--- src/znfr_pkg.sv ---
package znfr_pkg;

   // Largest frame accepted; a declared total above it ends the frame as too long.
   localparam int MAX_FRAME = 256;
   // Start byte, length byte, two command bytes and the check byte.
   localparam int FRAME_OVERHEAD = 5;
   // Largest total that the length byte can declare.
   localparam int MAX_DECLARED = 255 + FRAME_OVERHEAD;
   localparam int COUNT_TOP = (MAX_FRAME > MAX_DECLARED) ? MAX_FRAME : MAX_DECLARED;
   localparam int COUNT_W = $clog2(COUNT_TOP + 1);

   localparam int LENGTH_W = 9;
   localparam int INDEX_W = 8;
   localparam int TIMEOUT_W = 16;
   localparam int REQ_DATA_W = 24;
   localparam int RSP_DATA_W = 32;

   typedef enum logic [1:0] {
      OP_START = 2'd0,
      OP_BYTE  = 2'd1,
      OP_TICK  = 2'd2,
      OP_NONE  = 2'd3
   } opcode_type;

   typedef enum logic [2:0] {
      ST_VALID      = 3'd0,
      ST_EMPTY      = 3'd1,
      ST_INCOMPLETE = 3'd2,
      ST_BADFCS     = 3'd3,
      ST_TOOLONG    = 3'd4
   } status_type;

   typedef struct packed {
      opcode_type            opcode;
      logic [7:0]            rx_byte;
      logic [TIMEOUT_W-1:0]  session_tmo;
   } req_item_type;

   typedef struct packed {
      logic                  byte_valid;
      logic [7:0]            data_byte;
      logic [INDEX_W-1:0]    byte_index;
      logic                  frame_done;
      status_type            frame_status;
      logic [LENGTH_W-1:0]   frame_length;
   } rsp_item_type;

   typedef struct packed {
      logic                  valid;
      rsp_item_type          item;
   } rsp_beat_type;

endpackage

--- src/znfr_engine.sv ---
module znfr_engine (
   input  logic                   clock,
   input  logic                   reset,
   input  logic                   step,
   input  znfr_pkg::req_item_type item,
   output znfr_pkg::rsp_beat_type beat
);
   import znfr_pkg::*;

   logic                  active_ff, active_in;
   logic [COUNT_W-1:0]    count_ff, count_in;
   logic [COUNT_W-1:0]    expected_ff, expected_in;
   logic [7:0]            xor_ff, xor_in;
   logic [TIMEOUT_W-1:0]  elapsed_ff, elapsed_in;
   logic [TIMEOUT_W-1:0]  limit_ff, limit_in;

   logic [COUNT_W-1:0]    count_next;
   logic [COUNT_W-1:0]    declared;
   logic [COUNT_W-1:0]    expected_now;
   logic [TIMEOUT_W-1:0]  elapsed_next;
   logic                  last_byte;
   logic                  too_long;

   assign count_next   = count_ff + COUNT_W'(1);
   assign declared     = {{(COUNT_W-8){1'b0}}, item.rx_byte} + COUNT_W'(FRAME_OVERHEAD);
   assign expected_now = (count_ff == COUNT_W'(1)) ? declared : expected_ff;
   assign last_byte    = count_next >= expected_now;
   assign too_long     = expected_now > COUNT_W'(MAX_FRAME);
   assign elapsed_next = (elapsed_ff == {TIMEOUT_W{1'b1}}) ? elapsed_ff
                                                            : elapsed_ff + TIMEOUT_W'(1);

   always_comb begin
      active_in   = active_ff;
      count_in    = count_ff;
      expected_in = expected_ff;
      xor_in      = xor_ff;
      elapsed_in  = elapsed_ff;
      limit_in    = limit_ff;
      beat        = '0;
      if (step) begin
         unique case (item.opcode)
            OP_START: begin
               active_in   = 1'b1;
               count_in    = '0;
               expected_in = COUNT_W'(MAX_FRAME);
               xor_in      = '0;
               elapsed_in  = '0;
               limit_in    = item.session_tmo;
            end
            OP_BYTE: begin
               if (active_ff) begin
                  expected_in          = expected_now;
                  count_in             = count_next;
                  beat.valid           = 1'b1;
                  beat.item.byte_valid = 1'b1;
                  beat.item.data_byte  = item.rx_byte;
                  beat.item.byte_index = count_ff[INDEX_W-1:0];
                  if (too_long) begin
                     beat.item.frame_done   = 1'b1;
                     beat.item.frame_status = ST_TOOLONG;
                  end else if (last_byte) begin
                     beat.item.frame_done   = 1'b1;
                     beat.item.frame_status = (xor_ff == item.rx_byte) ? ST_VALID : ST_BADFCS;
                  end else if (count_ff != '0) begin
                     xor_in = xor_ff ^ item.rx_byte;
                  end
                  if (beat.item.frame_done) begin
                     active_in              = 1'b0;
                     beat.item.frame_length = count_next[LENGTH_W-1:0];
                  end
               end
            end
            OP_TICK: begin
               if (active_ff) begin
                  elapsed_in = elapsed_next;
                  if (elapsed_next >= limit_ff) begin
                     active_in              = 1'b0;
                     beat.valid             = 1'b1;
                     beat.item.frame_done   = 1'b1;
                     beat.item.frame_status = (count_ff == '0) ? ST_EMPTY : ST_INCOMPLETE;
                     beat.item.frame_length = count_ff[LENGTH_W-1:0];
                  end
               end
            end
            OP_NONE: begin
            end
            default: begin
            end
         endcase
      end
   end

   always_ff @(posedge clock) begin
      if (reset) begin
         active_ff   <= 1'b0;
         count_ff    <= '0;
         expected_ff <= COUNT_W'(MAX_FRAME);
         xor_ff      <= '0;
         elapsed_ff  <= '0;
         limit_ff    <= '0;
      end else begin
         active_ff   <= active_in;
         count_ff    <= count_in;
         expected_ff <= expected_in;
         xor_ff      <= xor_in;
         elapsed_ff  <= elapsed_in;
         limit_ff    <= limit_in;
      end
   end

endmodule

--- src/znfr_out_buf.sv ---
module znfr_out_buf (
   input  logic                   clock,
   input  logic                   reset,
   input  znfr_pkg::rsp_beat_type push,
   output logic                   push_ready,
   output logic                   out_valid,
   input  logic                   out_ready,
   output znfr_pkg::rsp_item_type out_item
);
   import znfr_pkg::*;

   logic         main_valid_ff;
   logic         skid_valid_ff;
   rsp_item_type main_item_ff;
   rsp_item_type skid_item_ff;

   // Ready depends on the skid stage alone, so it does not follow out_ready.
   assign push_ready = !skid_valid_ff;
   assign out_valid  = main_valid_ff;
   assign out_item   = main_item_ff;

   always_ff @(posedge clock) begin
      if (reset) begin
         main_valid_ff <= 1'b0;
         skid_valid_ff <= 1'b0;
      end else if (!main_valid_ff || out_ready) begin
         main_valid_ff <= skid_valid_ff || push.valid;
         skid_valid_ff <= 1'b0;
      end else if (push.valid) begin
         skid_valid_ff <= 1'b1;
      end
   end

   always_ff @(posedge clock) begin
      if (!main_valid_ff || out_ready) begin
         main_item_ff <= skid_valid_ff ? skid_item_ff : push.item;
      end else if (push.valid && !skid_valid_ff) begin
         skid_item_ff <= push.item;
      end
   end

endmodule

--- src/znp_frame_receiver_with_timeout_core.sv ---
// A transferred request is loaded into the input register; the engine's result for it is
// then loaded into the result register, or into the skid stage while the result register
// still holds an earlier result. Throughput: one request per cycle while the result buffer
// has room, set by the single-pass update of the session counters.
// Reset (synchronous, active high) closes any session, clears the counters and empties
// both the input register and the result buffer.
module znp_frame_receiver_with_timeout_core (
   input  logic                            clock,
   input  logic                            reset,
   input  logic                            req_tvalid,
   output logic                            req_tready,
   input  logic [znfr_pkg::REQ_DATA_W-1:0] req_tdata,   // rx_byte[7:0], session_tmo[23:8]
   input  logic [1:0]                      req_tuser,   // opcode[1:0]
   output logic                            rsp_tvalid,
   input  logic                            rsp_tready,
   output logic [znfr_pkg::RSP_DATA_W-1:0] rsp_tdata,   // data_byte[7:0], byte_index[15:8],
                                    // frame_status[18:16], frame_length[27:19], zero[31:28]
   output logic [0:0]                      rsp_tuser,   // byte_valid[0]
   output logic                            rsp_tlast    // frame_done
);
   import znfr_pkg::*;

   // Input register. It advances whenever the result buffer can take what the engine
   // produces, so a request is taken in every cycle while the downstream side keeps up.
   logic         in_valid_ff;
   req_item_type in_item_ff;
   logic         buf_ready;
   logic         advance;
   rsp_beat_type beat;
   rsp_item_type out_item;

   assign advance    = in_valid_ff && buf_ready;
   assign req_tready = !in_valid_ff || buf_ready;

   always_ff @(posedge clock) begin
      if (reset) begin
         in_valid_ff <= 1'b0;
      end else if (req_tready) begin
         in_valid_ff <= req_tvalid;
      end
   end

   always_ff @(posedge clock) begin
      if (req_tready) begin
         in_item_ff.opcode      <= opcode_type'(req_tuser);
         in_item_ff.rx_byte     <= req_tdata[7:0];
         in_item_ff.session_tmo <= req_tdata[23:8];
      end
   end

   // The engine holds the session state and forms at most one result per request.
   znfr_engine u_engine (
      .clock (clock),
      .reset (reset),
      .step  (advance),
      .item  (in_item_ff),
      .beat  (beat)
   );

   // Result register with a skid stage, so that a stalled result does not stop the
   // request side until the skid stage is full as well.
   znfr_out_buf u_out_buf (
      .clock      (clock),
      .reset      (reset),
      .push       (beat),
      .push_ready (buf_ready),
      .out_valid  (rsp_tvalid),
      .out_ready  (rsp_tready),
      .out_item   (out_item)
   );

   assign rsp_tdata = {4'b0000, out_item.frame_length, out_item.frame_status,
                       out_item.byte_index, out_item.data_byte};
   assign rsp_tuser = out_item.byte_valid;
   assign rsp_tlast = out_item.frame_done;

   // A result that echoes no byte can only be the end of a session.
   a_tick_result_ends: assert property (@(posedge clock) disable iff (reset)
      rsp_tvalid && !rsp_tuser[0] |-> rsp_tlast)
      else $error("result without byte echo is not a frame end");

   // Status and length are zero on a result that does not end the session.
   a_status_only_at_end: assert property (@(posedge clock) disable iff (reset)
      rsp_tvalid && !rsp_tlast |-> rsp_tdata[27:16] == 12'd0)
      else $error("status or length set on a result that is not a frame end");

   // A request held in the input register is not lost while the buffer is full.
   a_input_holds: assert property (@(posedge clock) disable iff (reset)
      in_valid_ff && !buf_ready |=> in_valid_ff && $stable(in_item_ff))
      else $error("stalled request dropped or changed");

   // The engine produces a result only when the buffer has room for it.
   a_no_push_when_full: assert property (@(posedge clock) disable iff (reset)
      beat.valid |-> buf_ready)
      else $error("result pushed into a full buffer");

endmodule
--- config.mk ---
export PLATFORM = sky130hd
export DESIGN_NAME = znp_frame_receiver_with_timeout_core
export DESIGN_NICKNAME = d
export VERILOG_FILES = /design/src/znfr_pkg.sv /design/src/znfr_engine.sv /design/src/znfr_out_buf.sv /design/src/znp_frame_receiver_with_timeout_core.sv
export SDC_FILE = /design/constraint.sdc
export NUM_CORES = 1
export LEC_CHECK = 0
export BUFFER_PORTS_ARGS = -buffer_cell sky130_fd_sc_hd__buf_4
export CAP_MARGIN = 20
export CELL_PAD_IN_SITES_DETAIL_PLACEMENT = 0
export CELL_PAD_IN_SITES_GLOBAL_PLACEMENT = 1
export CORE_MARGIN = 4
export CORE_UTILIZATION = 50
export CTS_BUF_LIST = sky130_fd_sc_hd__clkbuf_8
export DETAILED_ROUTE_END_ITERATION = 8
export PLACE_DENSITY_LB_ADDON = 0.1
export SYNTH_ARGS = -nofsm -noshare
export SYNTH_HDL_FRONTEND = slang
export SYNTH_SLANG_ARGS = --single-unit
--- constraint.sdc ---
create_clock -name clock -period 13.5 [get_ports clock]
set_input_delay 1.35 -clock clock [delete_from_list [all_inputs] [get_ports clock]]
set_output_delay 1.35 -clock clock [all_outputs]
set_load 0.01 [all_outputs]
# [Word-level counts from Yosys, hierarchy flattened]
# Cells that the tools add are included.
[word_totals] reg_bits=148 in_bits=30 out_inout_bits=36 elab_cells=99
[op_classes] addsub=3 order_cmp=3 eq_ne=10 n_mux=36 bitwise=2 n_reduce_logical=21
[ops] op="2-to-1 mux 31 bit" count=2
[ops] op="2-to-1 mux 9 bit" count=4
[ops] op="one-hot mux 9 bit (2 select lines)" count=2
[ops] op="2-to-1 mux 16 bit" count=2
[ops] op="2-to-1 mux 8 bit" count=4
[ops] op="one-hot mux 16 bit (2 select lines)" count=1
[ops] op="2-to-1 mux 30 bit" count=1
[ops] op="2-to-1 mux 13 bit" count=2
[ops] op="one-hot mux 13 bit (2 select lines)" count=1
[ops] op="2-to-1 mux 4 bit" count=5
[ops] op="2-to-1 mux 17 bit" count=1
[ops] op="adder 16 x 1 -> 16 bit, second input constant" count=1
[ops] op="== test 16 bit, second input constant" count=1
[ops] op=">= comparator 16 bit" count=1
[ops] op="one-hot mux 8 bit (2 select lines)" count=1
[ops] op="adder 8 x 3 -> 9 bit, second input constant" count=1
[ops] op="adder 9 x 1 -> 9 bit, second input constant" count=1
[ops] op="== test 9 x 1 -> 1 bit, second input constant" count=1
[ops] op=">= comparator 9 bit" count=1
[ops] op="greater-than comparator 9 bit, second input constant" count=1
[ops] op="zero test 9 bit" count=1
[ops] op="nonzero test 9 bit" count=1
[ops] op="== test 8 bit" count=1
[ops] op="bitwise XOR 8 bit" count=1
[ops] op="19 further kinds" count=37

# [Longest topological paths before layout]
# Gate-level depths: netlist of run 1.
[depth] depth_word=14 mapped_depth=18

# [Modules after synthesis]
# From an unflattened synthesis of run 1, not the netlist that was laid out.
[unflattened] hier_cells=679 hier_area_um2=7404.6
[by_module_without_submodules] module="znfr_engine" n_inst=1 cells_per_inst=541 area_each_um2=4157.7
[by_module_without_submodules] module="znfr_out_buf" n_inst=1 cells_per_inst=102 area_each_um2=2378.5
[by_module_without_submodules] module="znp_frame_receiver_with_timeout_core" n_inst=1 cells_per_inst=36 area_each_um2=868.3

# [Worst setup path before layout of run 1]
# OpenSTA, ideal clock, no wires.
[synth_path] kind="register to register" from="register u_engine.elapsed_ff[3]" to="register u_out_buf.skid_item_ff[0] (netlist name), enable pin" setup_time_ns=0.417 t_arrival_ns=4.276 required_time_ns=13.083 path_slack_ns=8.808 path_stages_with_launch=17 path_buffers=2 period_less_slack_ns=4.692 cell_sequence="dfxtp_1 clkbuf_1 nand3_1 or3_1 nor3_1 nor3_1 and3_1 xor2_1 ha_1 a21oi_1 o22ai_1 nor2_1 nand2b_1 o21ai_1 clkbuf_1 nor2_1 nor2_1"
[synth_between] elab_chain_cells=9 word_cells_on_any_way=10 classes_between="1 x add/sub; 1 x order compare; 1 x eq/ne; 5 x mux; 2 x reduce/logical"
[synth_lines] element="from (decl)" line_no="znfr_engine.sv:14" rtl="logic [TIMEOUT_W-1:0] elapsed_ff, elapsed_in;"
[synth_lines] element="from (signal assigned)" line_no="znfr_engine.sv:106" rtl="elapsed_ff <= elapsed_in;"
[synth_lines] element="adder 16 x 1 -> 16 bit or == test 16 bit (tied branches)" line_no="znfr_engine.sv:30, znfr_engine.sv:29"
[synth_lines] element="2-to-1 mux 16 bit *" line_no="znfr_engine.sv:29" rtl="assign elapsed_next = (elapsed_ff == {TIMEOUT_W{1'b1}}) ? elapsed_ff"
[synth_lines] element=">= comparator 16 bit *" line_no="znfr_engine.sv:76" rtl="if (elapsed_next >= limit_ff) begin"
[synth_lines] element="2-to-1 mux 1 bit *" line_no="znfr_engine.sv:76"
[synth_lines] element="2-to-1 mux 1 bit *" line_no="znfr_engine.sv:74" rtl="if (active_ff) begin"
[synth_lines] element="one-hot mux 1 bit (2 select lines) *" line_no="znfr_engine.sv:41" rtl="unique case (item.opcode)"
[synth_lines] element="2-to-1 mux 31 bit *" line_no="znfr_engine.sv:40" rtl="if (step) begin"
[synth_lines] element="logical AND 1 bit *" line_no="znfr_out_buf.sv:37" rtl="end else if (push.valid && !skid_valid_ff) begin"
[synth_lines] element="AND reduction 2 bit (no line) *"
[synth_lines] element="to (signal assigned)" line_no="znfr_out_buf.sv:38" rtl="skid_item_ff <= push.item;"
[synth_lines] element="to (decl)" line_no="znfr_out_buf.sv:15" rtl="rsp_item_type skid_item_ff;"
# Every way passes the cells marked *; elsewhere a longest branch is shown, timed or not.
# A chain may end at the register's enable or synchronous reset.

# [Worst setup path after layout of run 1]
[layout_path] from="register u_engine.count_ff[0]" to="register u_engine.xor_ff[1]"
[layout_between] elab_chain_cells=5 word_cells_on_any_way=10 classes_between="1 x add/sub; 2 x order compare; 4 x eq/ne; 1 x mux; 2 x reduce/logical"
[layout_lines] element="from (decl)" line_no="znfr_engine.sv:11" rtl="logic [COUNT_W-1:0] count_ff, count_in;"
[layout_lines] element="from (signal assigned)" line_no="znfr_engine.sv:103" rtl="count_ff <= count_in;"
[layout_lines] element="parallel branches: the longest is 4 deep, another holds adder 9 x 1 -> 9 bit"
[layout_lines] element="AND reduction 6 bit (no line) *"
[layout_lines] element="to (signal assigned)" line_no="znfr_engine.sv:105" rtl="xor_ff <= xor_in;"
[layout_lines] element="to (decl)" line_no="znfr_engine.sv:13" rtl="logic [7:0] xor_ff, xor_in;"
# Every way passes the cells marked *.

==> reports/metrics.cfg, run 1 <==
[run_status]
status=finished clean

[sta]
hold_viol=0
tightest_slew_ns=1.05
skew_ns=0.00835
finalSetupTns_ns=0
fmax_mhz=216
relSlewSlack_pct=29.2
drv_slew=0
layout_setup_ws_ns=8.88
fin_crit_ns=4.62
setup_viol=0
post-route-period-util_pct=34.2
holdWs_ns=0.458
rsz0062_at_grt=no

[final_layout]
layout.cells.non_filler=943
register_area_um2=3820
final_area_um2=8150
multi_input_area_um2=2970
drive_gt1_share_pct=14.5
area_delta_synth_final_pct=14.1
antenna_cells=0
mostFrequentLayoutCell=edfxtp_1
n_fill_cell=1229
post-route-util_pct=58.5
num-nets-final=812
layout_common_cells=edfxtp_1 (86), nand2_1 (80), buf_4 (69), nor2_1 (62), dfxtp_1 (62)

[drt]
routedWlPerCell_um=16.1
postRouteAntennaNets=0
routed_wl_mm=15.2
vias_per_cell=5.48
drc=0
vias=5169
drt_first_pass_iters=4
drt_iter0_drc=344

[logic_synthesis]
postSynthCellCount=700
seq_area_frac_synth_pct=53.6
ys_ff_latch=148
syn_area_um2=7140
syn_area_per_cell_um2=10.2
ys_warn_count=0
ys_async_sr_fraction_pct=0
yosysTopAreaCell=edfxtp_1
synth_edf_count=86
synth_ff_type=edfxtp_1
synth_cell_types=57
yosysTopAreaCellShare_pct=36.2
synth_area_leaders=edfxtp_1 (36%), dfxtp_1 (17%), ha_1 (5.6%)

[setup_path]
cp-startpoint=u_engine.count_ff[0]$_SDFFE_PP0P_
path_cells=ha_1 -> nor4b_4 -> and2_4 -> mux2i_1 -> ha_1 -> a2111oi_0 -> o31ai_1 -> maj3_2 -> maj3_2 -> a211o_1 -> o31a_1 -> a221o_1
arrival_ns=4.96
crit_path_end_kind=register
start_kind=register
path_buf_inv=0
crit_fanout=25
slowest_stage=a211o_1
cp_slowest_stage_delay_ns=0.65
criticalPathCategory=reg2reg
required_ns=13.83
critical_path.top_delay_family=compound AO/OA/AOI/OAI gates
regToRegSetupSlack_ns=8.88
reg2reg_from=u_engine.count_ff[0]$_SDFFE_PP0P_

[die]
die_area_um2=16300
initial_utilization_pct=51.2
core-area_um2=13900
ios=66
core.rowCount=43
fp.dieW_um=127
die_h_um=127

[pwr]
p_int_mw=0.713
power_frac_seq_pct=54.1
p_total_mw=0.895
ir_drop_uv=66.6
p_sw_mw=0.182
comb_power_share_pct=3.4
switching_share_pct=20.3
power_per_cell_area_nw_per_um2=110
p_clk_share_pct=42.6
p_leak_nw=3.42

[global_routing]
grt_use_total_pct=19.5
grt_pass1_wl_mm=25.3
antenna_found_initial=0
grt_max_degree=57
grt.overflow.total=0
grt_pass1_vias=5084

[clocking]
cts_tree=yes
numCtsBuffers=17
cts_sinks=148
cts_root_buf=clkbuf_8
clk_pin_slew_ns=0.07
clkLatencyLatePin_ns=0.45
clock_path_buffers=2
cts_resized=0
postCtsSetupBuffers=0
htreeDepth=4
holdBufCountCts=0

[placement]
hpwlAfterDp_mm=10.7
placed_cell_area_um2=7710
gp_congestion=0.823
dp_worst_setup_slack_ns=8.88
port-buffer-count=61
dp_cells=911

[hold_path]
worstHoldStart=u_engine.limit_ff[4]$_SDFFE_PP0P_
hold_class=reg2reg

[job]
cap_violations=0

worst paths after layout:
check / end / cells after the start
worst max-delay path: u_engine.xor_ff[1]$_SDFFE_PP0P_ / 12
worst min-delay path: u_engine.limit_ff[4]$_SDFFE_PP0P_ / 2
worst max register to register: u_engine.xor_ff[1]$_SDFFE_PP0P_ / 12
worst min register to register: u_engine.limit_ff[4]$_SDFFE_PP0P_ / 2
cells by family after synthesis:
| family | count (synthesis) | share of synthesized area (%) |
|---|---|---|
| adders and majority gates | 34 | 5.92 |
| muxes | 9 | 1.35 |
| and+or+nand+nor | 239 | 16.1 |
| AOI/OAI and AO/OA | 153 | 14.2 |
| buffers and inverters | 85 | 4.98 |
| xor gates and xnor gates | 31 | 3.80 |
| DFF | 148 | 53.6 |
| other | 1 | 0.0525 |
synthesized netlist by cell type, types with 2 or more instances:
cell,count
buf_4,7
a221o_1,8
inv_1,44
nand2b_1,8
a21oi_1,47
maj3_2,2
o211ai_1,2
nor3_1,12
dfxtp_1,62
nor4b_1,4
and3_1,6
a21o_1,23
xnor2_1,24
edfxtp_1,86
nor4_1,5
buf_2,2
xor2_1,7
mux2i_1,4
or3_1,7
or2_2,2
nor2_1,63
nand4_1,8
mux2_2,5
nand2_1,80
nand3_1,17
a22oi_1,18
a32oi_1,8
o2bb2ai_1,2
o21a_1,2
and4_1,2
buf_1,2
ha_1,32
a41oi_1,2
clkbuf_1,29
and2_1,12
a31oi_1,5
o21ai_0,22
nor2b_1,10
layout make-up:
cell class	count	area share, %
Sequential cell	148	46.9
Tap cell	180	2.76
Clock buffer	18	3.04
Clock inverter	14	2.37
Inverter	44	2.03
Multi-Input combinational cell	470	36.5
Timing Repair Buffer	69	6.36
routing by layer:
layer  global-route usage, %  vias to the layer above  wire length, µm
li1                        -                     2582                -
met1                    26.8                     2446             7220
met2                    30.5                      128             6990
met3                    4.56                       13              779
met4                    6.75                        0              193
met5                       0                        -                0
power by group through the flow:
stage | logic, mW | clock network, mW | registers (mW)
2_1_floorplan | 0.0196 | 0 | 0.492
3_5_place_dp | 0.0299 | 0 | 0.494
5_1_grt | 0.0333 | 0.410 | 0.485
4_1_cts | 0.0301 | 0.389 | 0.484
3_3_place_gp | 0.0293 | 0 | 0.494
6_report | 0.0300 | 0.381 | 0.484
worst reg2reg max path: cells and delay by family (launching register included):
family / cells / cell delay [ns]
compound gates: 5 / 2.03
fa+ha+maj: 4 / 1.12
simple gates: 2 / 0.54
flops: 1 / 0.53
mux: 1 / 0.31
sequential cells by signal, summed over array words and instances, names as in the netlist:
| signal | flops |
|---|---|
| u_out_buf.out_item | 30 |
| u_out_buf.skid_item_ff | 30 |
| in_item_ff | 26 |
| u_engine.elapsed_ff | 16 |
| u_engine.limit_ff | 16 |
| u_engine.count_ff | 9 |
| u_engine.expected_ff | 9 |
| u_engine.xor_ff | 8 |
| in_valid_ff | 1 |
| u_engine.active_ff | 1 |
| u_out_buf.out_valid | 1 |
| u_out_buf.skid_valid_ff | 1 |
Power figures use the tool's default switching activity.
==> inputs of run 2 (changes only) <==
--- a/config.mk
+++ b/config.mk
@@ -5,12 +5,13 @@
 export SDC_FILE = /design/constraint.sdc
 export NUM_CORES = 1
 export LEC_CHECK = 0
+export ABC_AREA = 1
 export BUFFER_PORTS_ARGS = -buffer_cell sky130_fd_sc_hd__buf_4
 export CAP_MARGIN = 20
 export CELL_PAD_IN_SITES_DETAIL_PLACEMENT = 0
 export CELL_PAD_IN_SITES_GLOBAL_PLACEMENT = 1
 export CORE_MARGIN = 4
-export CORE_UTILIZATION = 50
+export CORE_UTILIZATION = 42
 export CTS_BUF_LIST = sky130_fd_sc_hd__clkbuf_8
 export DETAILED_ROUTE_END_ITERATION = 8
 export PLACE_DENSITY_LB_ADDON = 0.1
==> constraint.sdc (replaced) <==
create_clock -name clock -period 4 [get_ports clock]
set_input_delay 0.4 -clock clock [delete_from_list [all_inputs] [get_ports clock]]
set_output_delay 0.4 -clock clock [all_outputs]
set_load 0.01 [all_outputs]
==> run 2 against run 1 <==
Total power rose to 3.3 times the previous value; critical path depth increased by 8; routed wire length grew 8.2%; critical endpoint is now u_out_buf.skid_item_ff[10]$_DFFE_PP_; utilization shrank 8.3 points; register-to-register slack got worse by 8.6 ns.
==> reports/metrics.cfg, run 2 <==
[logic_synthesis]
ys_warn_count=0
synth_ff_type=edfxtp_1
synth_area_leaders=edfxtp_1 (36%), dfxtp_1 (17%), nand2_1 (12%)
yosysMostFrequentCell=nand2_1
synth_edf_count=86
synth_top_family_by_area=simple AND/OR/NAND/NOR gates
synth-simple-area-share_pct=22.0
synthXorXnorAreaFrac_pct=2.55
synthTopCellsByCount=nand2_1 (224), inv_1 (105), edfxtp_1 (86)
syn_area_um2=7220
syn_area_per_cell_um2=8.74
seq_area_frac_synth_pct=52.9
yosysTopAreaCell=edfxtp_1
postSynthCellCount=827
synth_cell_types=39
synth_compound_area_share_pct=9.30
synth.mux.area_fraction_pct=0
synth_fa_ha_area_share_pct=5.54
yosysTopAreaCellShare_pct=35.7
ys_async_sr_fraction_pct=0
ys_ff_latch=148

[placement]
placed_cell_area_um2=7910
gp_congestion=0.847
dp_cells=1091
hpwlAfterDp_mm=11.8
port-buffer-count=61

[pwr]
switching_share_pct=24.1
p_sw_mw=0.711
power_per_cell_area_nw_per_um2=351
p_int_mw=2.23
comb_power_share_pct=4.0
p_clk_share_pct=40.6
ir_drop_uv=181
power_frac_seq_pct=55.4
p_leak_nw=3.66
p_total_mw=2.94

[sta]
fin_crit_ns=3.75
fmax_mhz=267
hold_viol=0
relSlewSlack_pct=43.6
post-route-period-util_pct=93.6
skew_ns=0.0130
setup_viol=0
holdWs_ns=0.113
drv_slew=0
tightest_slew_ns=0.843

[clocking]
cts_sinks=148
clkLatencyLatePin_ns=0.45
htreeDepth=4
cts_tree=yes
cts_root_buf=clkbuf_8
clk_pin_slew_ns=0.09
holdBufCountCts=0
clock_path_buffers=2
numCtsBuffers=17

[setup_path]
crit_fanout=15
slowest_stage=dfxtp_1
start_kind=register
criticalPathCategory=reg2reg
required_ns=4.16
path_buf_inv=3
path_cells=ha_1 -> inv_1 -> nor2_2 -> nand3_2 -> nor2_2 -> nand4_1 -> nor2_4 -> buf_12 -> nor2_1 -> xor2_1 -> ha_1 -> nand2_1 -> nor3_1 -> nand3_1 -> nand3_1 -> nand2_1 -> nand2_1 -> nand2_1 -> nor2_4 -> clkbuf_16
cp_slowest_stage_delay_ns=0.40
critical_path.top_delay_family=simple AND/OR/NAND/NOR gates
arrival_ns=3.91
crit_top_cell=nand2_1
crit_path_end_kind=register

[die]
die_h_um=139
fp.dieW_um=139
die_area_um2=19400
core.rowCount=47
initial_utilization_pct=43.3
core-area_um2=16700
ios=66

[global_routing]
grt.overflow.total=0
grt_use_total_pct=17.1
grt_max_degree=46
grt_pass1_vias=5414
antenna_found_initial=0
grt_pass1_wl_mm=26.6

[drt]
routed_wl_mm=16.4
drc=0
postRouteAntennaNets=0
drt_iter0_drc=322
drt_first_pass_iters=5
routedWlPerCell_um=14.6
vias=5580
vias_per_cell=4.95

[final_layout]
layout_common_cells=nand2_1 (224), inv_1 (105), edfxtp_1 (86), a21oi_1 (74), buf_4 (71)
layout.cells.non_filler=1127
antenna_cells=0
drive_gt1_share_pct=15.3
final_area_um2=8390
area_delta_synth_final_pct=16.1
num-nets-final=956
mostFrequentLayoutCell=nand2_1

[run_status]
status=finished clean

[hold_path]
hold_class=in2reg

[job]
cap_violations=0

==> run 2: metal layers <==
layer / global-route usage, % / wire length [µm]
met5: 0 / 0
met4: 6.64 / 374
met3: 4.00 / 611
met2: 29.6 / 8390
met1: 20.8 / 7060
==> run 2: kinds of logic after synthesis <==
family	Yosys count
flops	148
other cells	1
compound gates	127
simple gates	360
buf+inv	138
xor+xnor	21
fa+ha+maj	32
==> run 2: layout make-up <==
class / instances / area, µm²
fillers: 1603 / 8320
flip-flops and latches: 148 / 3820
multi-input cells: 544 / 2870
repair buffers: 74 / 598
inverters: 109 / 417
well taps: 220 / 275
clock buffers: 17 / 234
clock inverters: 15 / 166
==> run 2: repair_timing <==
item | CTS | global route
buffers inserted | 0 | 3
setup endpoints to repair | 0 | 41
gates resized for setup | 0 | 4
==> run 2: power by group through the flow <==
stage	registers [mW]	logic (mW)	clock network (mW)
floorplan	1.66	0.0752	0
global placement	1.67	0.117	0
detailed placement	1.67	0.119	0
CTS	1.63	0.120	1.23
global route	1.63	0.135	1.29
finish	1.63	0.118	1.19
==> run 2: metrics by stage <==
stage / utilization, % / setup WS [ns] / TNS, ns
floorplan: - / 0.248 / 0
global placement: 47.4 / 0.471 / 0
detailed placement: 47.4 / 0.278 / 0
CTS: 49.8 / 0.260 / 0
global route: 50.2 / -0.00458 / -0.00981
finish: 50.2 / 0.255 / 0
==> run 2: worst paths after layout <==
kind	cells past startpoint	slack, ns	endpoint	startpoint
min reg2reg	2	0.47	u_engine.expected_ff[7]$_SDFFE_PP0P_	u_engine.expected_ff[7]$_SDFFE_PP0P_
min	1	0.11	in_item_ff[2]$_DFFE_PP_	req_tdata[10]
max	20	0.25	u_out_buf.skid_item_ff[10]$_DFFE_PP_	u_engine.elapsed_ff[0]$_SDFFE_PP0P_
max reg2reg	20	0.25	u_out_buf.skid_item_ff[10]$_DFFE_PP_	u_engine.elapsed_ff[0]$_SDFFE_PP0P_
==> inputs of run 3 (changes only) <==
--- a/config.mk
+++ b/config.mk
@@ -5,13 +5,12 @@
 export SDC_FILE = /design/constraint.sdc
 export NUM_CORES = 1
 export LEC_CHECK = 0
-export ABC_AREA = 1
 export BUFFER_PORTS_ARGS = -buffer_cell sky130_fd_sc_hd__buf_4
 export CAP_MARGIN = 20
 export CELL_PAD_IN_SITES_DETAIL_PLACEMENT = 0
 export CELL_PAD_IN_SITES_GLOBAL_PLACEMENT = 1
 export CORE_MARGIN = 4
-export CORE_UTILIZATION = 42
+export CORE_UTILIZATION = 44
 export CTS_BUF_LIST = sky130_fd_sc_hd__clkbuf_8
 export DETAILED_ROUTE_END_ITERATION = 8
 export PLACE_DENSITY_LB_ADDON = 0.1
==> run 3 against run 2 <==
Critical path depth down 7; via count down 3.7%; worst hold slack better by 0.011 ns; routed wire length down 3.2%; sequential share of layout area down 0.34 points; clock skew down 0.0015 ns; utilization up 3.0 points; cell area up 0.75%; final cell count down 10%; critical path type unchanged; largest power group unchanged; highest routed layer unchanged.
==> reports/metrics.cfg, run 3 (synthesis results as in run 1) <==
[run_status]
status=finished clean

[global_routing]
grt.overflow.total=0
grt_pass1_wl_mm=25.9
grt_use_total_pct=18.0
grt_pass1_vias=5320
grt_max_degree=57
antenna_found_initial=0

[clocking]
clock_path_buffers=2
cts_sinks=148
cts_tree=yes
clkLatencyLatePin_ns=0.45
numCtsBuffers=17
holdBufCountCts=0
postCtsSetupBuffers=0
clk_pin_slew_ns=0.08
htreeDepth=4
cts_root_buf=clkbuf_8

[placement]
port-buffer-count=61
placed_cell_area_um2=8020
hpwlAfterDp_mm=11.4
gp_congestion=0.815

[setup_path]
arrival_ns=4.22
required_ns=4.34
criticalPathCategory=reg2reg
regToRegSetupSlack_ns=0.12
crit_path_end_kind=register
crit_fanout=8
start_kind=register

[die]
core.rowCount=46
core-area_um2=15900
die_h_um=135
die_area_um2=18300
initial_utilization_pct=44.9
fp.dieW_um=135
ios=66

[drt]
drt_first_pass_iters=4
vias_per_cell=5.31
drc=0
postRouteAntennaNets=0
routed_wl_mm=15.9
routedWlPerCell_um=15.7
drt_iter0_drc=267
vias=5373

[sta]
hold_viol=0
skew_ns=0.0115
fin_crit_ns=3.88
drv_slew=0
tightest_slew_ns=1.09
relSlewSlack_pct=27.1
setup_viol=0
rsz0062_at_grt=yes
fmax_mhz=258
post-route-period-util_pct=97.0

[final_layout]
n_fill_cell=1501
drive_gt1_share_pct=18.9
antenna_cells=0
final_area_um2=8450
post-route-util_pct=53.2
num-nets-final=844
area_delta_synth_final_pct=18.3
layout_common_cells=buf_4 (99), edfxtp_1 (86), nand2_1 (80), nor2_1 (62), dfxtp_1 (62)
mostFrequentLayoutCell=buf_4

[hold_path]
hold_class=in2reg

[pwr]
ir_drop_uv=173
p_leak_nw=3.57
power_per_cell_area_nw_per_um2=338

[job]
cap_violations=0

-- run 3: cell types whose count changed in the layout (fill, tap and decap cells not counted), moves of 15 or more --
cell,before,now
a21o_1,0,23
a21oi_1,74,46
a22oi_1,0,18
buf_4,71,99
inv_1,105,47
nand2_1,224,80
nand3_1,43,17
nor2_1,47,62
o21ai_0,40,22
xnor2_1,3,24
-- run 3: through the flow --
step	std cells	TNS (ns)	setup WS (ns)	hold WS, ns	total power [mW]
finish	1011	0	0.118	0.123	2.85
CTS	1011	0	0.00913	0.0880	2.89
detailed placement	979	-0.00587	-0.00587	0.448	1.78
global placement	979	0	0.0990	0.444	1.78
global route	1011	-0.0928	-0.0258	0.0823	2.96
floorplan	703	0	0.0789	0.436	1.73
-- run 3: final timing paths --
kind | start | end | cells past startpoint
min | req_tdata[12] | in_item_ff[4]$_DFFE_PP_ | 1
max | u_engine.count_ff[1]$_SDFFE_PP0P_ | u_engine.xor_ff[1]$_SDFFE_PP0P_ | 13
max reg2reg | u_engine.count_ff[1]$_SDFFE_PP0P_ | u_engine.xor_ff[1]$_SDFFE_PP0P_ | 13
min reg2reg | u_engine.limit_ff[4]$_SDFFE_PP0P_ | u_engine.limit_ff[4]$_SDFFE_PP0P_ | 2
-- run 3: layout make-up --
| cell class | count | area [µm²] | area share [%] |
|---|---|---|---|
| Sequential cell | 148 | 3820 | 45.3 |
| Multi-Input combinational cell | 470 | 3030 | 35.9 |
| Timing Repair Buffer | 101 | 783 | 9.27 |
| Tap cell | 216 | 270 | 3.20 |
| Clock buffer | 17 | 234 | 2.77 |
| Inverter | 44 | 165 | 1.95 |
| Clock inverter | 15 | 141 | 1.67 |
-- run 3: metal layers --
layer / GRT usage [%] / share of wire, % / up-vias
met5: 0 / 0 / -
met4: 9.57 / 3.7 / 0
met3: 3.75 / 3.8 / 38
met2: 31.0 / 51 / 115
met1: 21.0 / 41 / 2567
li1: - / - / 2653
-- run 3: what timing repair did --
item | in CTS | in global routing
endpoints found under the setup margin | 8 | 26
gates resized for setup | 1 | 7
pin swaps | 0 | 2
-- run 3: where the power goes --
part | total [mW] | switching [mW] | internal (mW)
combinational | 0.114 | 0.0618 | 0.0520
clock | 1.11 | 0.564 | 0.547
sequential | 1.63 | 0.0128 | 1.62
-- run 3: critical path, cell delays in order (launching register included) --
cell and delay, ns:
dfxtp_1 0.32, inv_1 0.07, ha_1 0.15, nor4b_4 0.23
and2_4 0.23, mux2i_2 0.26, ha_1 0.31, a2111oi_4 0.37
o31ai_1 0.13, maj3_2 0.30, maj3_2 0.32, a211o_4 0.37
o31a_1 0.37, a221o_1 0.33
